[src/rtl/core/lpsp_pkg.sv]
`timescale 1ns / 1ps
`default_nettype none

package lpsp_pkg;

  // Field widths.
  localparam int unsigned StatusW  = 8;
  localparam int unsigned ProxW    = 11;
  localparam int unsigned ChW      = 16;
  localparam int unsigned LuxW     = 23;
  localparam int unsigned DiffW    = 30;
  localparam int unsigned LuxRawW  = 17;
  localparam int unsigned CfgIdxW  = 2;
  localparam int unsigned CfgDataW = 11;

  // Number of register stages from the input transaction to the output register.
  localparam int unsigned NumStages = 7;

  // Configuration register indexes.
  localparam logic [CfgIdxW-1:0] RegLowRange = CfgIdxW'(0);
  localparam logic [CfgIdxW-1:0] RegNearThr  = CfgIdxW'(1);
  localparam logic [CfgIdxW-1:0] RegFarThr   = CfgIdxW'(2);

  // Reset values of the configuration registers.
  localparam logic             LowRangeRst = 1'b0;
  localparam logic [ProxW-1:0] NearThrRst  = 11'h49d;
  localparam logic [ProxW-1:0] FarThrRst   = 11'h56d;

  localparam logic [ProxW-1:0]   ProxMax       = 11'h7ff;
  localparam logic [StatusW-1:0] StatusProxRdy = 8'h03;
  localparam logic [StatusW-1:0] StatusLuxRdy  = 8'h0c;

  // Lux formula coefficients.
  localparam int unsigned CoefPosLo  = 13618;
  localparam int unsigned CoefNegLo  = 15000;
  localparam int unsigned CoefPosMid = 5700;
  localparam int unsigned CoefNegMid = 3450;
  localparam int unsigned LuxDiv     = 10000;
  localparam int unsigned LowRangeDiv = 150;
  localparam int unsigned RatioLo    = 69;
  localparam int unsigned RatioScale = 100;
  localparam int unsigned LuxScale   = 50;

  typedef logic [NumStages-1:0] stage_en_t;

  typedef struct packed {
    logic             low_range;
    logic [ProxW-1:0] near_thr;
    logic [ProxW-1:0] far_thr;
  } cfg_t;

  typedef struct packed {
    logic             valid;
    logic             far;
    logic [ProxW-1:0] upper;
    logic [ProxW-1:0] lower;
  } prox_res_t;

  typedef struct packed {
    prox_res_t prox;
    logic      lux_valid;
  } tag_t;

endpackage

`default_nettype wire

[src/rtl/core/lpsp_if.sv]
`timescale 1ns / 1ps
`default_nettype none

interface lpsp_sample_if;
  logic                            valid;
  logic                            ready;
  logic [lpsp_pkg::StatusW-1:0]    status_byte;
  logic [lpsp_pkg::ProxW-1:0]      prox_count;
  logic [lpsp_pkg::ChW-1:0]        light_ch0;
  logic [lpsp_pkg::ChW-1:0]        light_ch1;

  modport source (output valid, status_byte, prox_count, light_ch0, light_ch1, input ready);
  modport sink   (input valid, status_byte, prox_count, light_ch0, light_ch1, output ready);
endinterface

interface lpsp_result_if;
  logic                         valid;
  logic                         ready;
  logic                         prox_valid;
  logic                         prox_far;
  logic [lpsp_pkg::ProxW-1:0]   window_upper;
  logic [lpsp_pkg::ProxW-1:0]   window_lower;
  logic                         lux_valid;
  logic [lpsp_pkg::LuxW-1:0]    lux_value;

  modport source (output valid, prox_valid, prox_far, window_upper, window_lower, lux_valid,
                  lux_value, input ready);
  modport sink   (input valid, prox_valid, prox_far, window_upper, window_lower, lux_valid,
                  lux_value, output ready);
endinterface

`default_nettype wire

[src/rtl/core/lpsp_pipe_ctrl.sv]
`timescale 1ns / 1ps
`default_nettype none

module lpsp_pipe_ctrl (
  input  wire logic                  clk_i,
  input  wire logic                  rst_ni,
  input  wire logic                  in_valid_i,
  output logic                       in_ready_o,
  output logic                       out_valid_o,
  input  wire logic                  out_ready_i,
  output lpsp_pkg::stage_en_t        en_o
);

  localparam int unsigned N = lpsp_pkg::NumStages;

  logic [N-1:0] valid_q, valid_d;
  logic [N-1:0] vin;
  logic [N:0]   adv;

  // A stage may take new data when it is empty or its content moves on.
  always_comb begin
    adv[N] = out_ready_i;
    for (int i = N - 1; i >= 0; i--) begin
      adv[i] = !valid_q[i] || adv[i+1];
    end
  end

  always_comb begin
    vin = {valid_q[N-2:0], in_valid_i};
    en_o = adv[N-1:0] & vin;
    for (int i = 0; i < N; i++) begin
      valid_d[i] = adv[i] ? vin[i] : valid_q[i];
    end
  end

  always_ff @(posedge clk_i or negedge rst_ni) begin
    if (!rst_ni) begin
      valid_q <= '0;
    end else begin
      valid_q <= valid_d;
    end
  end

  assign in_ready_o  = adv[0];
  assign out_valid_o = valid_q[N-1];

endmodule

`default_nettype wire

[src/rtl/core/lpsp_prox.sv]
`timescale 1ns / 1ps
`default_nettype none

module lpsp_prox (
  input  wire logic                          clk_i,
  input  wire logic [lpsp_pkg::NumStages-2:0] en_i,
  input  wire logic [lpsp_pkg::StatusW-1:0]  status_i,
  input  wire logic [lpsp_pkg::ProxW-1:0]    prox_count_i,
  input  wire lpsp_pkg::cfg_t                cfg_i,
  output lpsp_pkg::tag_t                     tag_o
);

  localparam int unsigned D = lpsp_pkg::NumStages - 1;

  lpsp_pkg::tag_t tag_d;
  lpsp_pkg::tag_t tag_q [D];

  always_comb begin
    tag_d = '0;
    tag_d.lux_valid = (status_i & lpsp_pkg::StatusLuxRdy) == lpsp_pkg::StatusLuxRdy;
    if ((status_i & lpsp_pkg::StatusProxRdy) == lpsp_pkg::StatusProxRdy) begin
      if (prox_count_i >= cfg_i.near_thr) begin
        tag_d.prox.valid = 1'b1;
        tag_d.prox.far   = 1'b0;
        tag_d.prox.upper = lpsp_pkg::ProxMax;
        tag_d.prox.lower = cfg_i.far_thr;
      end else if (prox_count_i <= cfg_i.far_thr) begin
        tag_d.prox.valid = 1'b1;
        tag_d.prox.far   = 1'b1;
        tag_d.prox.upper = cfg_i.near_thr;
        tag_d.prox.lower = '0;
      end
    end
  end

  // The decision travels alongside the lux datapath until the output stage.
  always_ff @(posedge clk_i) begin
    if (en_i[0]) begin
      tag_q[0] <= tag_d;
    end
    for (int i = 1; i < D; i++) begin
      if (en_i[i]) begin
        tag_q[i] <= tag_q[i-1];
      end
    end
  end

  assign tag_o = tag_q[D-1];

endmodule

`default_nettype wire

[src/rtl/core/lpsp_lux_front.sv]
`timescale 1ns / 1ps
`default_nettype none

module lpsp_lux_front (
  input  wire logic                         clk_i,
  input  wire logic [1:0]                   en_i,
  input  wire logic [lpsp_pkg::StatusW-1:0] status_i,
  input  wire logic [lpsp_pkg::ChW-1:0]     ch0_i,
  input  wire logic [lpsp_pkg::ChW-1:0]     ch1_i,
  output logic [lpsp_pkg::DiffW-1:0]        diff_o
);

  localparam int unsigned DW = lpsp_pkg::DiffW;
  localparam int unsigned RW = lpsp_pkg::ChW + 7;

  logic [RW-1:0] ch1_scaled, ch0_limit;
  logic          region_lo, region_mid, keep_d;
  logic [DW-1:0] pos_d, neg_d;
  logic [DW-1:0] pos_q, neg_q, diff_q;
  logic          keep_q;

  // The ratio floor(100*ch1/ch0) is below 69 exactly when 100*ch1 < 69*ch0,
  // and below 100 exactly when ch1 < ch0. A zero ch0 falls in neither region.
  always_comb begin
    ch1_scaled = RW'(ch1_i) * RW'(lpsp_pkg::RatioScale);
    ch0_limit  = RW'(ch0_i) * RW'(lpsp_pkg::RatioLo);
    region_lo  = ch1_scaled < ch0_limit;
    region_mid = ch1_i < ch0_i;
    keep_d     = ((status_i & lpsp_pkg::StatusLuxRdy) == lpsp_pkg::StatusLuxRdy) &&
                 (region_lo || region_mid);
    if (region_lo) begin
      pos_d = DW'(ch0_i) * DW'(lpsp_pkg::CoefPosLo);
      neg_d = DW'(ch1_i) * DW'(lpsp_pkg::CoefNegLo);
    end else begin
      pos_d = DW'(ch0_i) * DW'(lpsp_pkg::CoefPosMid);
      neg_d = DW'(ch1_i) * DW'(lpsp_pkg::CoefNegMid);
    end
  end

  always_ff @(posedge clk_i) begin
    if (en_i[0]) begin
      pos_q  <= pos_d;
      neg_q  <= neg_d;
      keep_q <= keep_d;
    end
    if (en_i[1]) begin
      diff_q <= (keep_q && (pos_q > neg_q)) ? (pos_q - neg_q) : '0;
    end
  end

  assign diff_o = diff_q;

endmodule

`default_nettype wire

[src/rtl/core/lpsp_cdiv.sv]
`timescale 1ns / 1ps
`default_nettype none

// Two-stage division by a constant: a reciprocal multiply gives an estimate
// that is low by at most one, and the second stage corrects it.
module lpsp_cdiv #(
  parameter int unsigned DataW   = lpsp_pkg::DiffW,
  parameter int unsigned Divisor = lpsp_pkg::LuxDiv
) (
  input  wire logic             clk_i,
  input  wire logic             rst_ni,
  input  wire logic             en_a_i,
  input  wire logic             en_b_i,
  input  wire logic             bypass_i,
  input  wire logic [DataW-1:0] d_i,
  output logic [DataW-1:0]      q_o
);

  localparam longint unsigned Recip = (64'd1 << DataW) / Divisor;
  localparam int unsigned RecipW = $clog2(Recip + 1);
  localparam int unsigned ProdW  = DataW + RecipW;

  logic [ProdW-1:0]  prod;
  logic [DataW-1:0]  d_q, back, rem, q_q;
  logic [RecipW-1:0] est_q, quo;
  logic              byp_q;

  always_comb begin
    prod = ProdW'(d_i) * ProdW'(Recip);
    back = DataW'(est_q) * DataW'(Divisor);
    rem  = d_q - back;
    quo  = (rem >= DataW'(Divisor)) ? (est_q + RecipW'(1)) : est_q;
  end

  always_ff @(posedge clk_i) begin
    if (en_a_i) begin
      d_q   <= d_i;
      est_q <= prod[ProdW-1:DataW];
      byp_q <= bypass_i;
    end
    if (en_b_i) begin
      q_q <= byp_q ? d_q : DataW'(quo);
    end
  end

  assign q_o = q_q;

  a_rem_below_divisor: assert property (@(posedge clk_i) disable iff (!rst_ni)
    (en_b_i && !byp_q) |-> ((rem - ((rem >= DataW'(Divisor)) ? DataW'(Divisor) : '0))
                            < DataW'(Divisor)))
    else $error("corrected remainder not below divisor");

endmodule

`default_nettype wire

[src/rtl/core/light_proximity_sample_processor_unit.sv]
`timescale 1ns / 1ps
`default_nettype none

// Channel     Dir  Handshake        Payload
// sample_i    in   valid / ready    status_byte, prox_count, light_ch0, light_ch1
// result_o    out  valid / ready    prox_valid, prox_far, window_upper, window_lower,
//                                   lux_valid, lux_value
// cfg         in   cfg_we_i only    cfg_idx_i, cfg_data_i
//
// Every sample transaction yields one result transaction. The pipeline takes one
// transaction per cycle unless a stalled output has filled every stage; its seven
// stages are two for the channel products and their difference, two for each
// constant divider (divide by 10000 and by 150) and one for the output register.
// A stalled output holds each full stage with only full stages after it; others still
// advance and fill. Reset clears stage valid bits and loads the config reset values.

module light_proximity_sample_processor_unit (
  input  wire logic                          clk_i,
  input  wire logic                          rst_ni,
  input  wire logic                          cfg_we_i,
  input  wire logic [lpsp_pkg::CfgIdxW-1:0]  cfg_idx_i,
  input  wire logic [lpsp_pkg::CfgDataW-1:0] cfg_data_i,
  lpsp_sample_if.sink                        sample_i,
  lpsp_result_if.source                      result_o
);

  localparam int unsigned N = lpsp_pkg::NumStages;

  lpsp_pkg::cfg_t      cfg_q;
  lpsp_pkg::stage_en_t en;
  lpsp_pkg::tag_t      tag;

  logic [lpsp_pkg::DiffW-1:0]   diff;
  logic [lpsp_pkg::DiffW-1:0]   lux_div;
  logic [lpsp_pkg::LuxRawW-1:0] lux_adj;

  logic                         res_prox_valid_q, res_prox_far_q, res_lux_valid_q;
  logic [lpsp_pkg::ProxW-1:0]   res_upper_q, res_lower_q;
  logic [lpsp_pkg::LuxW-1:0]    res_lux_q;

  // Configuration writes must arrive only while the pipeline is empty (the block does
  // not check it), so every stage may read them directly. Unknown indexes are ignored.
  always_ff @(posedge clk_i or negedge rst_ni) begin
    if (!rst_ni) begin
      cfg_q.low_range <= lpsp_pkg::LowRangeRst;
      cfg_q.near_thr  <= lpsp_pkg::NearThrRst;
      cfg_q.far_thr   <= lpsp_pkg::FarThrRst;
    end else if (cfg_we_i) begin
      case (cfg_idx_i)
        lpsp_pkg::RegLowRange: cfg_q.low_range <= cfg_data_i[0];
        lpsp_pkg::RegNearThr:  cfg_q.near_thr  <= cfg_data_i[lpsp_pkg::ProxW-1:0];
        lpsp_pkg::RegFarThr:   cfg_q.far_thr   <= cfg_data_i[lpsp_pkg::ProxW-1:0];
        default: ;
      endcase
    end
  end

  // Valid bits and per-stage load enables.
  lpsp_pipe_ctrl u_ctrl (
    .clk_i       (clk_i),
    .rst_ni      (rst_ni),
    .in_valid_i  (sample_i.valid),
    .in_ready_o  (sample_i.ready),
    .out_valid_o (result_o.valid),
    .out_ready_i (result_o.ready),
    .en_o        (en)
  );

  // Stage 0: proximity decision, then carried along to the output stage.
  lpsp_prox u_prox (
    .clk_i        (clk_i),
    .en_i         (en[N-2:0]),
    .status_i     (sample_i.status_byte),
    .prox_count_i (sample_i.prox_count),
    .cfg_i        (cfg_q),
    .tag_o        (tag)
  );

  // Stages 0 and 1: ratio region, weighted channel products and their difference.
  lpsp_lux_front u_front (
    .clk_i    (clk_i),
    .en_i     (en[1:0]),
    .status_i (sample_i.status_byte),
    .ch0_i    (sample_i.light_ch0),
    .ch1_i    (sample_i.light_ch1),
    .diff_o   (diff)
  );

  // Stages 2 and 3: divide by 10000.
  lpsp_cdiv #(
    .DataW   (lpsp_pkg::DiffW),
    .Divisor (lpsp_pkg::LuxDiv)
  ) u_div_lux (
    .clk_i    (clk_i),
    .rst_ni   (rst_ni),
    .en_a_i   (en[2]),
    .en_b_i   (en[3]),
    .bypass_i (1'b0),
    .d_i      (diff),
    .q_o      (lux_div)
  );

  // Stages 4 and 5: optional divide by 150 for the low light range.
  // The raw lux is at most 89245, so 17 bits carry it.
  lpsp_cdiv #(
    .DataW   (lpsp_pkg::LuxRawW),
    .Divisor (lpsp_pkg::LowRangeDiv)
  ) u_div_low (
    .clk_i    (clk_i),
    .rst_ni   (rst_ni),
    .en_a_i   (en[4]),
    .en_b_i   (en[5]),
    .bypass_i (!cfg_q.low_range),
    .d_i      (lux_div[lpsp_pkg::LuxRawW-1:0]),
    .q_o      (lux_adj)
  );

  // Stage 6: output register with the final scale by fifty. A sample without
  // light data already carries a zero lux through the datapath.
  always_ff @(posedge clk_i) begin
    if (en[N-1]) begin
      res_prox_valid_q <= tag.prox.valid;
      res_prox_far_q   <= tag.prox.far;
      res_upper_q      <= tag.prox.upper;
      res_lower_q      <= tag.prox.lower;
      res_lux_valid_q  <= tag.lux_valid;
      res_lux_q        <= lpsp_pkg::LuxW'(lux_adj) * lpsp_pkg::LuxW'(lpsp_pkg::LuxScale);
    end
  end

  assign result_o.prox_valid   = res_prox_valid_q;
  assign result_o.prox_far     = res_prox_far_q;
  assign result_o.window_upper = res_upper_q;
  assign result_o.window_lower = res_lower_q;
  assign result_o.lux_valid    = res_lux_valid_q;
  assign result_o.lux_value    = res_lux_q;

  a_no_lux_is_zero: assert property (@(posedge clk_i) disable iff (!rst_ni)
    (result_o.valid && !result_o.lux_valid) |-> (result_o.lux_value == '0))
    else $error("lux value reported without light data");

  a_near_window: assert property (@(posedge clk_i) disable iff (!rst_ni)
    (result_o.valid && result_o.prox_valid && !result_o.prox_far) |->
    (result_o.window_upper == lpsp_pkg::ProxMax))
    else $error("near decision without full upper window");

  a_no_prox_fields_zero: assert property (@(posedge clk_i) disable iff (!rst_ni)
    (result_o.valid && !result_o.prox_valid) |->
    (!result_o.prox_far && (result_o.window_upper == '0) && (result_o.window_lower == '0)))
    else $error("proximity fields set without a decision");

endmodule

`default_nettype wire
[src/flat_wrapper.sv]
// flat-port wrapper written by rule: the top's interface ports become plain ports
module light_proximity_sample_processor_unit_flat 
  (clk_i, rst_ni, cfg_we_i, cfg_idx_i, cfg_data_i, sample_i_valid, sample_i_status_byte, sample_i_prox_count, sample_i_light_ch0, sample_i_light_ch1, sample_i_ready, result_o_valid, result_o_prox_valid, result_o_prox_far, result_o_window_upper, result_o_window_lower, result_o_lux_valid, result_o_lux_value, result_o_ready);
  lpsp_sample_if sample_i_i ();
  lpsp_result_if result_o_i ();
  input  wire logic clk_i;
  input  wire logic rst_ni;
  input  wire logic cfg_we_i;
  input  wire logic [lpsp_pkg::CfgIdxW-1:0] cfg_idx_i;
  input  wire logic [lpsp_pkg::CfgDataW-1:0] cfg_data_i;
  input wire logic [$bits(sample_i_i.valid)-1:0] sample_i_valid;
  input wire logic [$bits(sample_i_i.status_byte)-1:0] sample_i_status_byte;
  input wire logic [$bits(sample_i_i.prox_count)-1:0] sample_i_prox_count;
  input wire logic [$bits(sample_i_i.light_ch0)-1:0] sample_i_light_ch0;
  input wire logic [$bits(sample_i_i.light_ch1)-1:0] sample_i_light_ch1;
  output wire logic [$bits(sample_i_i.ready)-1:0] sample_i_ready;
  output wire logic [$bits(result_o_i.valid)-1:0] result_o_valid;
  output wire logic [$bits(result_o_i.prox_valid)-1:0] result_o_prox_valid;
  output wire logic [$bits(result_o_i.prox_far)-1:0] result_o_prox_far;
  output wire logic [$bits(result_o_i.window_upper)-1:0] result_o_window_upper;
  output wire logic [$bits(result_o_i.window_lower)-1:0] result_o_window_lower;
  output wire logic [$bits(result_o_i.lux_valid)-1:0] result_o_lux_valid;
  output wire logic [$bits(result_o_i.lux_value)-1:0] result_o_lux_value;
  input wire logic [$bits(result_o_i.ready)-1:0] result_o_ready;
  assign sample_i_i.valid = sample_i_valid;
  assign sample_i_i.status_byte = sample_i_status_byte;
  assign sample_i_i.prox_count = sample_i_prox_count;
  assign sample_i_i.light_ch0 = sample_i_light_ch0;
  assign sample_i_i.light_ch1 = sample_i_light_ch1;
  assign sample_i_ready = sample_i_i.ready;
  assign result_o_valid = result_o_i.valid;
  assign result_o_prox_valid = result_o_i.prox_valid;
  assign result_o_prox_far = result_o_i.prox_far;
  assign result_o_window_upper = result_o_i.window_upper;
  assign result_o_window_lower = result_o_i.window_lower;
  assign result_o_lux_valid = result_o_i.lux_valid;
  assign result_o_lux_value = result_o_i.lux_value;
  assign result_o_i.ready = result_o_ready;
  light_proximity_sample_processor_unit u_core (.clk_i(clk_i), .rst_ni(rst_ni), .cfg_we_i(cfg_we_i), .cfg_idx_i(cfg_idx_i), .cfg_data_i(cfg_data_i), .sample_i(sample_i_i), .result_o(result_o_i));
endmodule
[config.mk]
export PLATFORM = sky130hd
export DESIGN_NAME = light_proximity_sample_processor_unit_flat
export DESIGN_NICKNAME = d
export VERILOG_FILES = /design/src/rtl/core/lpsp_pkg.sv /design/src/rtl/core/lpsp_if.sv /design/src/rtl/core/lpsp_pipe_ctrl.sv /design/src/rtl/core/lpsp_prox.sv /design/src/rtl/core/lpsp_lux_front.sv /design/src/rtl/core/lpsp_cdiv.sv /design/src/rtl/core/light_proximity_sample_processor_unit.sv /design/src/flat_wrapper.sv
export SDC_FILE = /design/constraint.sdc
export NUM_CORES = 2
export LEC_CHECK = 0
export ABC_CLOCK_PERIOD_IN_PS = 13700
export BUFFER_PORTS_ARGS = -buffer_cell sky130_fd_sc_hd__buf_2
export CORE_ASPECT_RATIO = 0.6
export CORE_UTILIZATION = 36
export DETAILED_ROUTE_END_ITERATION = 10
export REMOVE_ABC_BUFFERS = 1
export SYNTH_ARGS = -nofsm -noshare
export SYNTH_HDL_FRONTEND = slang
export SYNTH_SLANG_ARGS = --single-unit
export TNS_END_PERCENT = 5
[constraint.sdc]
create_clock -name clk_i -period 13.7 [get_ports clk_i]
set_input_delay 0.685 -clock clk_i [delete_from_list [all_inputs] [get_ports clk_i]]
set_output_delay 0.685 -clock clk_i [all_outputs]
set_load 0.02 [all_outputs]
==> impl_summary.txt <==
----------------------------------------------------
[Yosys]
  Number of flops mapped to enable cells by yosys ... 390
  Leading post-synthesis cells by cell area ... ha_1, edfxtp_1, fa_1, inv_1, xnor2_1
  Proportion of register bits with asynchronous set or reset after synthesis ... 0.0714
  Number of synthesized register bits ... 420
  Post-synthesis cell count ... 4695
  Cell taking the most area after synthesis ... ha_1
  Post-synthesis average cell area ... 10.7 sq um
  Yosys warning count ... 0
  Seq/Total Area, Yosys ... 0.248
  Proportion of netlist area held by the largest area contributor ... 0.239
  Count of different cell masters after synthesis ... 81
  Predominant post-synthesis flop cell ... edfxtp_1
  Cell area after synthesis ... 50300 sq um

[Global routing]
  Via count of the first global-routing pass ... 33200
  Initial antenna violation count ... 3
  Total gr overflow ... 0
  First-pass GRT wire length ... 193000 um
  Total GRT Usage ... 0.175
  Pin count of the biggest net entering global routing ... 90

[Routing]
  Count of unresolved DRC violations after routing ... 0
  1st-iter DRT viols ... 2395
  Total via count in the routed design ... 33000
  Per-cell via count in the routed design ... 4.94
  Routed wire per std cell ... 18.1 um
  Number of antenna-violating nets in the routed design ... 0
  Total detailed-routing wirelength ... 121000 um
  Count of TritonRoute iterations in the first routing pass ... 5

[Clock network]
  Clock Tree Buf Depth ... 3
  Clock transition at the registers of the reported paths ... 0.07 ns
  Clock tree from TritonCTS ... yes
  Number of hold buffers added after cts ... 0
  TritonCTS sink count ... 420
  H-tree depth ... 2
  Number of gates resized after CTS ... 0
  Clock network latency to the later pin of the worst-skew pair ... 0.63 ns
  Cell at the root of the clock tree ... clkbuf_16
  Post-CTS Setup Repair Bufs ... 0
  Total CTS buffers ... 43

[Run]
  Maxcap violations ... 0

[STA]
  Worst-case headroom to the max-slew limit ... 0.189
  Minimum setup slack in the final design ... 5.25 ns
  Crit path time final ... 8.45 ns
  Final Hold Vio Count ... 0
  Worst setup skew after layout ... 0.0387 ns
  Number of endpoints failing setup at the final stage ... 0
  Unrepaired setup endpoints after global routing ... false
  Slew Viols, Final ... 0
  Setup_tns ... 0 ns
  Actual transition at the worst max-transition pin ... 1.20 ns
  Share of the cycle needed by the critical path after routing ... 0.617
  Max Freq ... 118 MHz

[Worst setup path]
  Kind of end point of the critical path ... register
  Type of the worst setup path ... register to register
  Endpoint of the worst-slack reg-to-reg timing path ... u_core.u_div_lux.q_o[16]$_DFFE_PP_
  Worst-path cell with the longest stage delay ... nor4_4
  Number of cells on the worst reg-to-reg path ... 30
  Slack of the worst reg-to-reg path ... 5.25 ns
  CP bufs+invs ... 4
  Longest individual stage delay on the worst path ... 0.76 ns
  Critical Path Start Type ... register
  Kind of cell adding the most delay to the critical path ... adder cells
  Crit Path Max Fanout ... 17
  Reg-to-Reg Start ... u_core.u_div_lux.est_q[8]$_DFFE_PP_
  WP data arrival ... 8.81 ns
  Critical path data required time ... 14.06 ns

[Floorplan]
  DIE AREA ... 141000 sq um
  Row count ... 105
  Floorplan die height ... 291 um
  Core box area ... 138000 sq um
  Die X ... 484 um
  Number of I/O pins ... 119
  Initial Utilization ... 0.365

[Finish]
  Ant. Diodes ... 0
  Final Instance Area ... 54600 sq um
  Synthesis-to-layout area growth ... 8.63%
  Final layout net count ... 6406
  Share of cells above drive strength 1 ... 0.0567

[Placement]
  RePlAce Congestion ... 0.926
  Placement Setup Slack ... 5.37 ns
  Count of buffers from port buffering ... 113
  Placement Cell Area ... 53100 sq um
  DP Wirelength ... 102000 um

[Outcome]
  Run status ... complete, no violations

[Hold path]
  Path category of the worst min-delay check ... input port to asynchronous set/reset pin

----------------------------------------------------
==> cells in the mapped netlist (8+ instances only) <==
cell,count
edfxtp_1,390
nand2_1,140
ha_1,959
o21a_1,50
nand3b_1,8
o21ai_0,138
nor2_1,185
inv_1,1036
nor3b_1,10
o21ai_1,11
mux2_2,31
mux2i_1,13
nand3_1,57
nand4_1,30
a31oi_1,18
a21boi_0,15
and3_1,22
dfrtp_1,17
a21oi_1,202
o211ai_1,22
o41ai_1,8
or3_1,32
a2111oi_0,13
o21bai_1,30
a211oi_1,25
nor2b_1,24
and2_1,23
nand2b_1,41
xor2_1,85
fa_1,549
a21o_1,109
or2_2,16
o31ai_1,10
dfstp_2,13
nor3_1,68
xnor2_1,169
clkbuf_1,25
==> worst max-delay path by stage <==
stage / startpoint / to / slack [ns] / cells after the start
after floorplan: sample_i_light_ch1[2] / u_core.u_front.neg_q[19]$_DFFE_PP_ / 5.23 / 24
after global placement: u_core.u_div_lux.est_q[8]$_DFFE_PP_ / u_core.u_div_lux.q_o[16]$_DFFE_PP_ / 5.32 / 30
after detailed placement: u_core.u_div_lux.est_q[8]$_DFFE_PP_ / u_core.u_div_lux.q_o[14]$_DFFE_PP_ / 5.37 / 30
after CTS: u_core.u_div_lux.est_q[8]$_DFFE_PP_ / u_core.u_div_lux.q_o[16]$_DFFE_PP_ / 5.30 / 30
after global routing: u_core.u_div_lux.est_q[5]$_DFFE_PP_ / u_core.u_div_lux.q_o[16]$_DFFE_PP_ / 4.77 / 29
final: u_core.u_div_lux.est_q[8]$_DFFE_PP_ / u_core.u_div_lux.q_o[16]$_DFFE_PP_ / 5.25 / 30
==> metal layers <==
layer | up-vias | routed length [um] | track usage
li1 | 16100 | - | -
met1 | 16100 | 67300 | 0.298
met2 | 780 | 43800 | 0.224
met3 | 77 | 8530 | 0.0317
met4 | 0 | 1160 | 0.0214
met5 | - | 0 | 0
==> registers in the layout (all words and copies together) (netlist names), 7 cells and up <==
register and flops:
u_core.u_div_low.est_q 10, u_core.u_front.pos_q 29, u_core.result_o.lux_value 22, u_core.u_div_low.q_o 17, u_core.result_o.window_lower 11, u_core.u_div_low.d_q 17
u_core.result_o.window_upper 11, u_core.u_div_lux.est_q 17, u_core.u_prox.tag_q 150, u_core.u_ctrl.valid_q 7, u_core.u_div_lux.d_q 26, u_core.cfg_q 23
u_core.u_front.neg_q 29, u_core.u_div_lux.q_o 17, u_core.u_front.diff_o 29
==> logic make-up (layout without fill, tap and decap cells) <==
| family | after synthesis | after routing | share of synthesized area |
|---|---|---|---|
| AOI/OAI and AO/OA | 717 | 717 | 0.0926 |
| xor gates and xnor gates | 254 | 254 | 0.0443 |
| adders and majority gates | 1508 | 1508 | 0.457 |
| buffers and inverters | 1069 | 1238 | 0.0803 |
| DFF | 420 | 420 | 0.248 |
| muxes | 45 | 45 | 0.00976 |
| other | 1 | 1 | 0.0000746 |
| and+or+nand+nor | 681 | 681 | 0.0673 |
==> per-stage QoR <==
stage,std cells,util,hold WS (ns)
final,6683,0.397,0.129
after global routing,6683,0.397,0.172
after CTS,6683,0.397,0.125
after detailed placement,6603,0.386,0.405
after global placement,6603,0.386,0.401
after floorplan,4662,-,0.389
==> layout by cell type (no fill, tap or decap), types with 16 or more instances in the layout <==
master	n
a211oi_1	25
a21o_1	109
a21oi_1	202
a31oi_1	17
and2_1	19
and3_1	22
buf_2	113
clkbuf_16	43
dfrtp_1	17
edfxtp_1	390
fa_1	549
ha_1	959
inv_1	1036
mux2_2	31
nand2_1	140
nand2b_1	41
nand3_1	57
nand4_1	30
nor2_1	184
nor2b_1	22
nor3_1	68
o211ai_1	22
o21a_1	50
o21ai_0	138
o21bai_1	30
or2_2	16
or3_1	32
xnor2_1	169
xor2_1	85
==> layout make-up <==
class / count / area, sq um
Fill cell: 13200 / 83000
Multi-Input combinational cell: 3206 / 33800
Sequential cell: 420 / 12500
Inverter: 1036 / 3890
Tap cell: 1819 / 2280
Clock buffer: 48 / 1090
Timing Repair Buffer: 122 / 633
Clock inverter: 32 / 437
Power is left out: the tool's default activity adds up to more than one toggle a clock period on the data nets, which glitch-free logic cannot reach.
